### config.mk
export PLATFORM = sky130hd
export DESIGN_NAME = fence_voltage_alarm_reporter_flat
export DESIGN_NICKNAME = d
export VERILOG_FILES = /design/src/sv/fvar_pkg.sv /design/src/sv/fvar_cfg_if.sv /design/src/sv/fvar_in_if.sv /design/src/sv/fvar_out_if.sv /design/src/sv/fence_voltage_alarm_reporter.sv /design/src/flat_wrapper.sv
export SDC_FILE = /design/constraint.sdc
export NUM_CORES = 1
export LEC_CHECK = 0
export BUFFER_PORTS_ARGS = -buffer_cell sky130_fd_sc_hd__buf_2
export CAP_MARGIN = 20
export CORE_ASPECT_RATIO = 0.7
export CORE_UTILIZATION = 55
export DETAILED_ROUTE_END_ITERATION = 8
export PLACE_DENSITY = 0.73
export RECOVER_POWER = 50
export SYNTH_ARGS = -nofsm -noshare
export SYNTH_HDL_FRONTEND = slang
export SYNTH_SLANG_ARGS = --single-unit
export TNS_END_PERCENT = 10
### constraint.sdc
create_clock -name i_clk -period 10.2 [get_ports i_clk]
set_clock_uncertainty 0.2 [all_clocks]
set_input_delay 0.51 -clock i_clk [delete_from_list [all_inputs] [get_ports i_clk]]
set_output_delay 0.51 -clock i_clk [all_outputs]
set_load 0.005 [all_outputs]
### src/sv/fvar_pkg.sv
// ----------------------------------------------------------------------------
// fvar_pkg
// Shared widths, codes and limits of the fence voltage alarm reporter.
// ----------------------------------------------------------------------------
`default_nettype none

package fvar_pkg;

    localparam int MV_W       = 12;
    localparam int KV_W       = 24;
    localparam int GAIN_W     = 24;
    localparam int SINT_W     = 16;
    localparam int RINT_W     = 24;
    localparam int TALLY_W    = 32;
    localparam int CFG_IDX_W  = 3;
    localparam int CFG_DATA_W = 24;
    localparam int PROD_W     = MV_W + GAIN_W;
    localparam int FRAC_W     = 8;
    localparam int SUM_W      = PROD_W - FRAC_W + 2;

    localparam logic signed [KV_W-1:0] KV_MAX = {1'b0, {(KV_W-1){1'b1}}};
    localparam logic signed [KV_W-1:0] KV_MIN = {1'b1, {(KV_W-1){1'b0}}};

    typedef enum logic [1:0] {
        ST_NORMAL = 2'd0,
        ST_LOW    = 2'd1,
        ST_DOWN   = 2'd2
    } t_status;

    typedef enum logic {
        REQ_SAMPLE  = 1'b0,
        REQ_PUBLISH = 1'b1
    } t_req;

    typedef enum logic {
        RES_WINDOW  = 1'b0,
        RES_PUBLISH = 1'b1
    } t_res_kind;

    typedef enum logic [CFG_IDX_W-1:0] {
        CFG_CAL_GAIN        = 3'd0,
        CFG_CAL_OFFSET      = 3'd1,
        CFG_DOWN_THRESHOLD  = 3'd2,
        CFG_LOW_THRESHOLD   = 3'd3,
        CFG_SAMPLE_INTERVAL = 3'd4,
        CFG_REPORT_INTERVAL = 3'd5
    } t_cfg_idx;

endpackage

`default_nettype wire

### src/sv/fvar_cfg_if.sv
// ----------------------------------------------------------------------------
// fvar_cfg_if
// Register write channel: index and data with valid/ready.
// ----------------------------------------------------------------------------
`default_nettype none

interface fvar_cfg_if;
    logic                              valid;
    logic                              ready;
    logic [fvar_pkg::CFG_IDX_W-1:0]    index;
    logic [fvar_pkg::CFG_DATA_W-1:0]   data;

    modport source (output valid, output index, output data, input ready);
    modport sink   (input valid, input index, input data, output ready);
endinterface

`default_nettype wire

### src/sv/fvar_in_if.sv
// ----------------------------------------------------------------------------
// fvar_in_if
// Request channel: adc samples and publish outcomes.
// ----------------------------------------------------------------------------
`default_nettype none

interface fvar_in_if;
    logic                        valid;
    logic                        ready;
    logic                        req_type;
    logic [fvar_pkg::MV_W-1:0]   sample_mv;
    logic                        window_last;
    logic                        publish_ok;

    modport source (output valid, output req_type, output sample_mv,
                    output window_last, output publish_ok, input ready);
    modport sink   (input valid, input req_type, input sample_mv,
                    input window_last, input publish_ok, output ready);
endinterface

`default_nettype wire

### src/sv/fvar_out_if.sv
// ----------------------------------------------------------------------------
// fvar_out_if
// Result channel: window evaluations and publish acknowledgments.
// ----------------------------------------------------------------------------
`default_nettype none

interface fvar_out_if;
    logic                               valid;
    logic                               ready;
    logic                               result_kind;
    logic [fvar_pkg::MV_W-1:0]          peak_mv;
    logic signed [fvar_pkg::KV_W-1:0]   fence_kv;
    logic [1:0]                         fence_status;
    logic                               report_now;
    logic                               report_due;
    logic                               status_change;
    logic [fvar_pkg::TALLY_W-1:0]       failed_count;

    modport source (output valid, output result_kind, output peak_mv, output fence_kv,
                    output fence_status, output report_now, output report_due,
                    output status_change, output failed_count, input ready);
    modport sink   (input valid, input result_kind, input peak_mv, input fence_kv,
                    input fence_status, input report_now, input report_due,
                    input status_change, input failed_count, output ready);
endinterface

`default_nettype wire

### src/sv/fence_voltage_alarm_reporter.sv
// ----------------------------------------------------------------------------
// fence_voltage_alarm_reporter
// Tracks the peak of each sample window, converts it to kilovolts, classifies
// it against two thresholds and decides when a report must go out. Each request
// beat passes an input register, a register after the
// 12x24 peak times gain multiply, and the result register after the offset
// add, saturation, threshold compares and report decision. Non-last samples
// and publish outcomes with no report pending give no result. A stalled result
// stage holds the pipe back; with the result side ready the block sustains one
// request per clock.
// ----------------------------------------------------------------------------
`default_nettype none

module fence_voltage_alarm_reporter #(
    parameter int ADC_BITS = 12
) (
    input  logic        i_clk,
    input  logic        i_rst_n,
    fvar_cfg_if.sink    i_cfg,
    fvar_in_if.sink     i_in,
    fvar_out_if.source  o_res
);

    localparam int MvW      = fvar_pkg::MV_W;
    localparam int KvW      = fvar_pkg::KV_W;
    localparam int ProdW    = fvar_pkg::PROD_W;
    localparam int SumW     = fvar_pkg::SUM_W;
    localparam int TallyW   = fvar_pkg::TALLY_W;
    localparam int RintW    = fvar_pkg::RINT_W;
    localparam int SintW    = fvar_pkg::SINT_W;
    localparam int MaskBits = (ADC_BITS < MvW) ? ADC_BITS : MvW;
    localparam logic [MvW-1:0] AdcMask = {MvW{1'b1}} >> (MvW - MaskBits);

    // configuration registers
    logic [fvar_pkg::GAIN_W-1:0] r_cal_gain;
    logic signed [KvW-1:0]       r_cal_offset;
    logic signed [KvW-1:0]       r_down_thr;
    logic signed [KvW-1:0]       r_low_thr;
    logic [SintW-1:0]            r_sample_int;
    logic [RintW-1:0]            r_report_int;

    // input stage
    logic               r_v0;
    fvar_pkg::t_req     r0_req;
    logic [MvW-1:0]     r0_mv;
    logic               r0_last;
    logic               r0_ok;

    // product stage
    logic               r_v1;
    fvar_pkg::t_req     r1_req;
    logic               r1_ok;
    logic [MvW-1:0]     r1_peak;
    logic [ProdW-1:0]   r1_prod;

    // block state
    logic [MvW-1:0]     r_run_peak;
    logic [RintW-1:0]   r_elapsed;
    fvar_pkg::t_status  r_rep_status;
    fvar_pkg::t_status  r_pend_status;
    logic               r_pending;
    logic [TallyW-1:0]  r_tally;

    // result register
    logic                       r_ov;
    fvar_pkg::t_res_kind        r_o_kind;
    logic [MvW-1:0]             r_o_peak;
    logic signed [KvW-1:0]      r_o_kv;
    fvar_pkg::t_status          r_o_status;
    logic                       r_o_now;
    logic                       r_o_due;
    logic                       r_o_edge;
    logic [TallyW-1:0]          r_o_tally;

    logic               adv0;
    logic               adv1;
    logic               s1_free;
    logic               emit;
    logic [MvW-1:0]     mv_m;
    logic [MvW-1:0]     s0_peak;
    logic [ProdW-1:0]   s0_prod;
    logic signed [SumW-1:0] kv_sum;
    logic signed [KvW-1:0]  kv_sat;
    fvar_pkg::t_status  status;
    logic [RintW:0]     el_sum;
    logic [RintW-1:0]   el_add;
    logic               due;
    logic               edge_flag;
    logic               now_flag;
    logic [TallyW-1:0]  tally_inc;

    logic [RintW-1:0]   n_elapsed;
    fvar_pkg::t_status  n_rep_status;
    fvar_pkg::t_status  n_pend_status;
    logic               n_pending;
    logic [TallyW-1:0]  n_tally;

    // ------------------------------------------------------------------
    // configuration
    // ------------------------------------------------------------------
    assign i_cfg.ready = 1'b1;

    always_ff @(posedge i_clk) begin
        if (!i_rst_n) begin
            r_cal_gain   <= fvar_pkg::GAIN_W'(256);
            r_cal_offset <= '0;
            r_down_thr   <= KvW'(512);
            r_low_thr    <= KvW'(1024);
            r_sample_int <= SintW'(60);
            r_report_int <= RintW'(900);
        end else if (i_cfg.valid) begin
            unique case (fvar_pkg::t_cfg_idx'(i_cfg.index))
                fvar_pkg::CFG_CAL_GAIN:        r_cal_gain   <= i_cfg.data;
                fvar_pkg::CFG_CAL_OFFSET:      r_cal_offset <= i_cfg.data;
                fvar_pkg::CFG_DOWN_THRESHOLD:  r_down_thr   <= i_cfg.data;
                fvar_pkg::CFG_LOW_THRESHOLD:   r_low_thr    <= i_cfg.data;
                fvar_pkg::CFG_SAMPLE_INTERVAL: r_sample_int <= i_cfg.data[SintW-1:0];
                fvar_pkg::CFG_REPORT_INTERVAL: r_report_int <= i_cfg.data;
                default: ;
            endcase
        end
    end

    // ------------------------------------------------------------------
    // pipeline flow
    // ------------------------------------------------------------------
    assign adv1       = r_v1 && (!r_ov || o_res.ready);
    assign s1_free    = !r_v1 || adv1;
    assign adv0       = r_v0 && s1_free;
    assign i_in.ready = !r_v0 || adv0;

    // ------------------------------------------------------------------
    // input stage: peak tracking and multiply
    // ------------------------------------------------------------------
    assign mv_m    = r0_mv & AdcMask;
    assign s0_peak = (mv_m > r_run_peak) ? mv_m : r_run_peak;
    assign s0_prod = ProdW'(s0_peak) * ProdW'(r_cal_gain);

    always_ff @(posedge i_clk) begin
        if (!i_rst_n) begin
            r_v0       <= 1'b0;
            r_v1       <= 1'b0;
            r_run_peak <= '0;
        end else begin
            if (i_in.valid && i_in.ready) begin
                r_v0 <= 1'b1;
            end else if (adv0) begin
                r_v0 <= 1'b0;
            end
            // non-last samples stop here
            if (adv0) begin
                r_v1 <= (r0_req == fvar_pkg::REQ_PUBLISH) || r0_last;
            end else if (adv1) begin
                r_v1 <= 1'b0;
            end
            if (adv0 && r0_req == fvar_pkg::REQ_SAMPLE) begin
                r_run_peak <= r0_last ? '0 : s0_peak;
            end
        end
    end

    always_ff @(posedge i_clk) begin
        if (i_in.valid && i_in.ready) begin
            r0_req  <= fvar_pkg::t_req'(i_in.req_type);
            r0_mv   <= i_in.sample_mv;
            r0_last <= i_in.window_last;
            r0_ok   <= i_in.publish_ok;
        end
        if (adv0) begin
            r1_req  <= r0_req;
            r1_ok   <= r0_ok;
            r1_peak <= s0_peak;
            r1_prod <= s0_prod;
        end
    end

    // ------------------------------------------------------------------
    // evaluation stage
    // ------------------------------------------------------------------
    assign kv_sum = $signed({2'b00, r1_prod[ProdW-1:fvar_pkg::FRAC_W]})
                  + $signed({{(SumW-KvW){r_cal_offset[KvW-1]}}, r_cal_offset});

    always_comb begin
        priority if (kv_sum > $signed({{(SumW-KvW){1'b0}}, fvar_pkg::KV_MAX})) begin
            kv_sat = fvar_pkg::KV_MAX;
        end else if (kv_sum < $signed({{(SumW-KvW){1'b1}}, fvar_pkg::KV_MIN})) begin
            kv_sat = fvar_pkg::KV_MIN;
        end else begin
            kv_sat = kv_sum[KvW-1:0];
        end
    end

    always_comb begin
        priority if (kv_sat < r_down_thr) begin
            status = fvar_pkg::ST_DOWN;
        end else if (kv_sat < r_low_thr) begin
            status = fvar_pkg::ST_LOW;
        end else begin
            status = fvar_pkg::ST_NORMAL;
        end
    end

    assign el_sum    = {1'b0, r_elapsed} + (RintW+1)'(r_sample_int);
    assign el_add    = el_sum[RintW] ? {RintW{1'b1}} : el_sum[RintW-1:0];
    assign due       = el_add >= r_report_int;
    assign edge_flag = status != r_rep_status;
    assign now_flag  = due || edge_flag;
    assign tally_inc = (&r_tally) ? r_tally : r_tally + TallyW'(1);
    assign emit      = (r1_req == fvar_pkg::REQ_SAMPLE) || r_pending;

    always_comb begin
        n_elapsed     = r_elapsed;
        n_rep_status  = r_rep_status;
        n_pend_status = r_pend_status;
        n_pending     = r_pending;
        n_tally       = r_tally;
        if (adv1) begin
            if (r1_req == fvar_pkg::REQ_SAMPLE) begin
                n_elapsed     = el_add;
                n_pending     = now_flag;
                n_pend_status = status;
            end else if (r_pending) begin
                n_pending = 1'b0;
                if (r1_ok) begin
                    n_elapsed    = '0;
                    n_rep_status = r_pend_status;
                end else begin
                    n_tally = tally_inc;
                end
            end
        end
    end

    always_ff @(posedge i_clk) begin
        if (!i_rst_n) begin
            r_elapsed     <= {RintW{1'b1}};
            r_rep_status  <= fvar_pkg::ST_NORMAL;
            r_pend_status <= fvar_pkg::ST_NORMAL;
            r_pending     <= 1'b0;
            r_tally       <= '0;
            r_ov          <= 1'b0;
        end else begin
            r_elapsed     <= n_elapsed;
            r_rep_status  <= n_rep_status;
            r_pend_status <= n_pend_status;
            r_pending     <= n_pending;
            r_tally       <= n_tally;
            if (adv1 && emit) begin
                r_ov <= 1'b1;
            end else if (o_res.ready) begin
                r_ov <= 1'b0;
            end
        end
    end

    always_ff @(posedge i_clk) begin
        if (adv1 && emit) begin
            if (r1_req == fvar_pkg::REQ_SAMPLE) begin
                r_o_kind   <= fvar_pkg::RES_WINDOW;
                r_o_peak   <= r1_peak;
                r_o_kv     <= kv_sat;
                r_o_status <= status;
                r_o_now    <= now_flag;
                r_o_due    <= due;
                r_o_edge   <= edge_flag;
                r_o_tally  <= r_tally;
            end else begin
                r_o_kind   <= fvar_pkg::RES_PUBLISH;
                r_o_peak   <= '0;
                r_o_kv     <= '0;
                r_o_status <= r_pend_status;
                r_o_now    <= 1'b0;
                r_o_due    <= 1'b0;
                r_o_edge   <= 1'b0;
                r_o_tally  <= n_tally;
            end
        end
    end

    assign o_res.valid         = r_ov;
    assign o_res.result_kind   = r_o_kind;
    assign o_res.peak_mv       = r_o_peak;
    assign o_res.fence_kv      = r_o_kv;
    assign o_res.fence_status  = r_o_status;
    assign o_res.report_now    = r_o_now;
    assign o_res.report_due    = r_o_due;
    assign o_res.status_change = r_o_edge;
    assign o_res.failed_count  = r_o_tally;

`ifndef SYNTHESIS
    a_now_is_or: assert property (@(posedge i_clk) disable iff (!i_rst_n)
        (r_ov && r_o_kind == fvar_pkg::RES_WINDOW) |-> (r_o_now == (r_o_due || r_o_edge)))
        else $error("report_now differs from due or status change");

    a_ack_clean: assert property (@(posedge i_clk) disable iff (!i_rst_n)
        (r_ov && r_o_kind == fvar_pkg::RES_PUBLISH) |-> (r_o_kv == '0 && !r_o_now))
        else $error("publish acknowledgment carries window data");

    a_tally_mono: assert property (@(posedge i_clk) disable iff (!i_rst_n)
        1'b1 |=> (r_tally >= $past(r_tally)))
        else $error("failure tally went down");

    a_ok_clears: assert property (@(posedge i_clk) disable iff (!i_rst_n)
        (adv1 && r1_req == fvar_pkg::REQ_PUBLISH && r_pending && r1_ok)
        |=> (r_elapsed == '0 && !r_pending))
        else $error("successful publish did not clear elapsed time");
`endif

endmodule

`default_nettype wire
### src/flat_wrapper.sv
// flat-port wrapper written by rule: the top's interface ports become plain ports
module fence_voltage_alarm_reporter_flat 
#(
    parameter int ADC_BITS = 12
)
  (i_clk, i_rst_n, i_cfg_valid, i_cfg_index, i_cfg_data, i_cfg_ready, i_in_valid, i_in_req_type, i_in_sample_mv, i_in_window_last, i_in_publish_ok, i_in_ready, o_res_valid, o_res_result_kind, o_res_peak_mv, o_res_fence_kv, o_res_fence_status, o_res_report_now, o_res_report_due, o_res_status_change, o_res_failed_count, o_res_ready);
  fvar_cfg_if i_cfg_i ();
  fvar_in_if i_in_i ();
  fvar_out_if o_res_i ();
  input  logic i_clk;
  input  logic i_rst_n;
  input wire logic [$bits(i_cfg_i.valid)-1:0] i_cfg_valid;
  input wire logic [$bits(i_cfg_i.index)-1:0] i_cfg_index;
  input wire logic [$bits(i_cfg_i.data)-1:0] i_cfg_data;
  output wire logic [$bits(i_cfg_i.ready)-1:0] i_cfg_ready;
  input wire logic [$bits(i_in_i.valid)-1:0] i_in_valid;
  input wire logic [$bits(i_in_i.req_type)-1:0] i_in_req_type;
  input wire logic [$bits(i_in_i.sample_mv)-1:0] i_in_sample_mv;
  input wire logic [$bits(i_in_i.window_last)-1:0] i_in_window_last;
  input wire logic [$bits(i_in_i.publish_ok)-1:0] i_in_publish_ok;
  output wire logic [$bits(i_in_i.ready)-1:0] i_in_ready;
  output wire logic [$bits(o_res_i.valid)-1:0] o_res_valid;
  output wire logic [$bits(o_res_i.result_kind)-1:0] o_res_result_kind;
  output wire logic [$bits(o_res_i.peak_mv)-1:0] o_res_peak_mv;
  output wire logic [$bits(o_res_i.fence_kv)-1:0] o_res_fence_kv;
  output wire logic [$bits(o_res_i.fence_status)-1:0] o_res_fence_status;
  output wire logic [$bits(o_res_i.report_now)-1:0] o_res_report_now;
  output wire logic [$bits(o_res_i.report_due)-1:0] o_res_report_due;
  output wire logic [$bits(o_res_i.status_change)-1:0] o_res_status_change;
  output wire logic [$bits(o_res_i.failed_count)-1:0] o_res_failed_count;
  input wire logic [$bits(o_res_i.ready)-1:0] o_res_ready;
  assign i_cfg_i.valid = i_cfg_valid;
  assign i_cfg_i.index = i_cfg_index;
  assign i_cfg_i.data = i_cfg_data;
  assign i_cfg_ready = i_cfg_i.ready;
  assign i_in_i.valid = i_in_valid;
  assign i_in_i.req_type = i_in_req_type;
  assign i_in_i.sample_mv = i_in_sample_mv;
  assign i_in_i.window_last = i_in_window_last;
  assign i_in_i.publish_ok = i_in_publish_ok;
  assign i_in_ready = i_in_i.ready;
  assign o_res_valid = o_res_i.valid;
  assign o_res_result_kind = o_res_i.result_kind;
  assign o_res_peak_mv = o_res_i.peak_mv;
  assign o_res_fence_kv = o_res_i.fence_kv;
  assign o_res_fence_status = o_res_i.fence_status;
  assign o_res_report_now = o_res_i.report_now;
  assign o_res_report_due = o_res_i.report_due;
  assign o_res_status_change = o_res_i.status_change;
  assign o_res_failed_count = o_res_i.failed_count;
  assign o_res_i.ready = o_res_ready;
  fence_voltage_alarm_reporter #(.ADC_BITS(ADC_BITS)) u_core (.i_clk(i_clk), .i_rst_n(i_rst_n), .i_cfg(i_cfg_i), .i_in(i_in_i), .o_res(o_res_i));
endmodule
==> impl_summary.txt <==
----------------------------------------------------
[Global routing]
  Antenna violations before repair ... 3
  Met1 track demand over resource ... 0.4502
  First-pass GRT wire length ... about 110000 um
  GR Util met2 ... 0.4516
  Residual overflow from global routing ... 0
  Most used routing layer in global routing ... met2
  Number of global-route vias before repair ... 20510
  Pin count of the biggest net entering global routing ... 84
  Total routing usage reported by global routing ... 0.3011
  GR Util met3 ... 0.04958

[Drt]
  Detailed Route Iter0 Violations ... 1717
  Routed via count ... 20400
  Via count normalized by instance count ... 5.745
  Wire length reported by the detailed router ... around 69000 um
  Count of nets left with antenna violations after detail routing ... 0
  TritonRoute pass-1 iters ... 5
  Number of design rule violations left after detail routing ... 0
  Routed wire length per instance ... 19.52 um

[Die]
  Core outline area ... 45380 um2
  Width of the die ... 259.4 um
  Die extent in y ... approximately 180 um
  Row count ... 65
  Effective utilization at floorplan ... 0.5621
  I/O pin cnt ... 124
  Die area ... 47260 um2

[Logic synthesis]
  Post-Synthesis Net Count ... between 3000 and 4000
  Flops & latches, synth ... 343
  Avg Synthesized Cell Area ... a little under 9 um2
  Prevailing post-synth register cell ... sky130_fd_sc_hd__dfxtp_1
  Sequential cell area fraction in the yosys report ... 0.3206
  Count of cell types in the netlist ... 69
  Synth async-reset ratio ... 0
  Warnings from Yosys ... 0
  Netlist Area Pre-Place ... 25510 um2
  Count of flip-flops with a built-in enable after synthesis ... 131
  Number of instances in the synthesized netlist ... 2857

[Clocking]
  Number of resized instances in the post-cts repair step ... 0
  Clock transition at the register clock pins on the worst setup and hold paths after CTS ... 0.06 ns
  Max Buffers Root-to-Sink ... 3
  Clk root buf ... sky130_fd_sc_hd__clkbuf_16
  Clk_lat worst skew ... 0.55 ns
  Clock Sinks ... 343
  Number of buffers created by CTS ... 36
  H-tree depth reported by CTS ... 2
  Clock tree from TritonCTS ... yes

[Worst setup path]
  Data required time at the worst endpoint ... 10.28 ns
  Worst setup SP type ... flip-flop
  Critical path class ... reg2reg
  Crit path arrival time ... 8.87 ns
  Largest fanout of any net on the critical path ... 19
  Slowest cell on the critical path ... sky130_fd_sc_hd__a31oi_2
  CP endpoint kind ... flip-flop
  Largest stage delay, worst path ... 0.56 ns
  Crit path top cell by count ... sky130_fd_sc_hd__fa_1

[Cells and area]
  Area taken by multi-input logic gates ... approximately 15000 um2
  Layout filler cell count ... between 3000 and 4000
  Post-Route Utilization ... 0.6122
  Fraction of layout instances using a drive strength above 1 ... 0.05565
  Count of placed standard cells in the final layout, fillers left out ... 3551
  Fin nets ... 3388
  Synth-to-layout area growth ... 8.907%
  Combined flip-flop and latch cell area ... about 8000 um2

[Placed design]
  Dpl hpwl ... 51560 um
  Number of buffers inserted by port buffering ... 122
  GPL Wtd Cong ... 0.9412
  Cell Count Post-Placement ... 3471

[Run status]
  Outcome ... complete, but fails checks
  Violations in the final reports ... max-capacitance violations, max-slew violations

[Timing]
  Fin Hold WS ... 0.04878 ns
  Final Hold Violating Endpoints ... 0
  Max frequency ... 113.8 MHz
  Final Cycle Share ... 0.8616
  RSZ-0062 raised after global routing ... false
  Endpoints failing setup ... 0
  Transition time at the pin with the least slew margin ... between 3 and 4 ns
  Final Critical Period ... 8.788 ns
  Max-slew violation count ... 306
  Setup TNS ... 0 ns
  Worst slew margin relative to its limit ... -1.474

[Hold path]
  Tightest Hold Check Type ... in2reg

[Power]
  Cell area power density ... between 100 and 150 nW/um2
  Leakage component of the power ... between 0.01 and 0.015 uW
  Highest ir drop seen on vdd ... 0.0001063 V

[Job]
  Number of maximum-capacitance constraint violations ... 6

----------------------------------------------------
-- registers in the layout, indices dropped and copies added, names as in the netlist, 16 cells and up --
name                       cells
u_core.r1_prod                28
u_core.r_low_thr              24
u_core.r_elapsed              24
u_core.r_report_int           24
u_core.r_down_thr             24
u_core.o_res.failed_count     32
u_core.r_cal_gain             24
u_core.r_tally                32
u_core.r_cal_offset           24
u_core.o_res.fence_kv         24
u_core.r_sample_int           16
-- final timing paths --
check | start | to | slack, ns | depth (start not counted)
worst max-delay path | u_core.mv_m[1]$_DFFE_PP_ | u_core.r1_prod[34]$_DFFE_PP_ | 1.41 | 32
worst min-delay path | i_in_valid | u_core.r_v0$_SDFFE_PN0P_ | 0.05 | 3
worst max register to register | u_core.mv_m[1]$_DFFE_PP_ | u_core.r1_prod[34]$_DFFE_PP_ | 1.41 | 32
worst min register to register | u_core.r_report_int[17]$_SDFFE_PN0P_ | u_core.r_report_int[17]$_SDFFE_PN0P_ | 0.26 | 2
-- synthesized netlist by cell type (6+ instances only) --
cell                       number  share of area
sky130_fd_sc_hd__o21a_1        14         0.0041
sky130_fd_sc_hd__xnor2_1       55          0.019
sky130_fd_sc_hd__nand2_1      574          0.084
sky130_fd_sc_hd__nand3_1       43         0.0084
sky130_fd_sc_hd__and3_1        17         0.0042
sky130_fd_sc_hd__o21bai_1       6         0.0018
sky130_fd_sc_hd__clkbuf_1     127          0.019
sky130_fd_sc_hd__nor2_1        87          0.013
sky130_fd_sc_hd__inv_1        366          0.054
sky130_fd_sc_hd__a31oi_1       15         0.0037
sky130_fd_sc_hd__ha_1         198          0.097
sky130_fd_sc_hd__o21ai_0       63          0.012
sky130_fd_sc_hd__nand4_1       29         0.0071
sky130_fd_sc_hd__a211oi_1      10         0.0029
sky130_fd_sc_hd__nor3_1        27         0.0053
sky130_fd_sc_hd__nand2b_1      12         0.0029
sky130_fd_sc_hd__a21oi_1      209          0.041
sky130_fd_sc_hd__a221o_1       15         0.0059
sky130_fd_sc_hd__nor2b_1       34         0.0083
sky130_fd_sc_hd__and4_1         8         0.0027
sky130_fd_sc_hd__a21o_1        76          0.022
sky130_fd_sc_hd__and2_1       142          0.035
sky130_fd_sc_hd__o211ai_1      14         0.0041
sky130_fd_sc_hd__xor2_1        32          0.011
sky130_fd_sc_hd__dfxtp_1      212           0.17
sky130_fd_sc_hd__edfxtp_1     131           0.15
sky130_fd_sc_hd__fa_1         221           0.17
sky130_fd_sc_hd__a22oi_1       15         0.0044
sky130_fd_sc_hd__or2_2          7         0.0017
sky130_fd_sc_hd__o21ai_1       15         0.0029
-- logic make-up (layout without fill, tap and decap cells) --
| group | Yosys count | after routing | share of synthesized area |
|---|---|---|---|
| multiplexers | 6 | 6 | 0.002599 |
| other | 1 | 2 | 0.0001470 |
| flip-flops | 343 | 343 | 0.3206 |
| buffers and inverters | 503 | 593 | 0.07446 |
| AO/OA/AOI/OAI | 498 | 498 | 0.1225 |
| XOR/XNOR | 88 | 88 | 0.03095 |
| AND/OR/NAND/NOR | 999 | 999 | 0.1782 |
| adder cells (fa/ha/maj) | 419 | 419 | 0.2706 |
-- stage by stage --
stage	setup slack [ns]	total power, uW	area (um2)
after floorplan	2.137	1941	25510
after global placement	1.484	2114	26580
after detailed placement	1.248	2136	26590
after CTS	1.217	3444	27870
after global routing	0.9451	3587	27780
final	1.412	3440	27780
-- repair_timing --
action | 4_1_cts | 5_1_grt
hold buffers | 14 | 0
hold endpoints to repair | 14 | 0
buffers inserted | 0 | 0
-- report_power, final --
part	internal [uW]	switching, uW
registers	1470	28.7
logic	221	413
clock network	735	577
total	2420	1020
-- layout by cell type, fill, tap and decap left out, types with 15 or more instances in the layout --
cell	n
sky130_fd_sc_hd__nand2_1	574
sky130_fd_sc_hd__inv_1	365
sky130_fd_sc_hd__fa_1	221
sky130_fd_sc_hd__dfxtp_1	212
sky130_fd_sc_hd__a21oi_1	209
sky130_fd_sc_hd__ha_1	198
sky130_fd_sc_hd__and2_1	141
sky130_fd_sc_hd__edfxtp_1	131
sky130_fd_sc_hd__nor2_1	87
sky130_fd_sc_hd__clkbuf_1	77
sky130_fd_sc_hd__a21o_1	76
sky130_fd_sc_hd__o21ai_0	63
sky130_fd_sc_hd__xnor2_1	55
sky130_fd_sc_hd__buf_2	55
sky130_fd_sc_hd__nand3_1	43
sky130_fd_sc_hd__clkbuf_16	36
sky130_fd_sc_hd__nor2b_1	34
sky130_fd_sc_hd__xor2_1	32
sky130_fd_sc_hd__nand4_1	29
sky130_fd_sc_hd__nor3_1	27
sky130_fd_sc_hd__buf_4	18
sky130_fd_sc_hd__and3_1	17
sky130_fd_sc_hd__a22oi_1	15
sky130_fd_sc_hd__a221o_1	15
-- routing by layer --
layer  vias up  share of wire  wire, um
met3       123          0.085      5925
met1      9985           0.46     32100
li1       9472              -         -
met5         -        0.00020        14
met2       819           0.43     29600
met4         2          0.024      1678
-- cell type report --
cell class / count / area share
timing repair buffer: 162 / 0.03090
sequential: 343 / 0.2944
clock buffer: 45 / 0.03508
tap: 603 / 0.02716
clock inverter: 18 / 0.005990
antenna: 1 / 0.00009007
multi-input combinational: 2011 / 0.5567
inverter: 368 / 0.04977
-- worst max-delay path: cells and delay by family, from the launching register on --
family | cells | cell delay (ns)
compound gates | 14 | 3.18
xor+xnor | 1 | 0.09
fa+ha+maj | 7 | 3.25
buf+inv | 6 | 0.96
flops | 1 | 0.39
simple gates | 4 | 0.45
No activity file was read; power rests on OpenSTA's default activity.
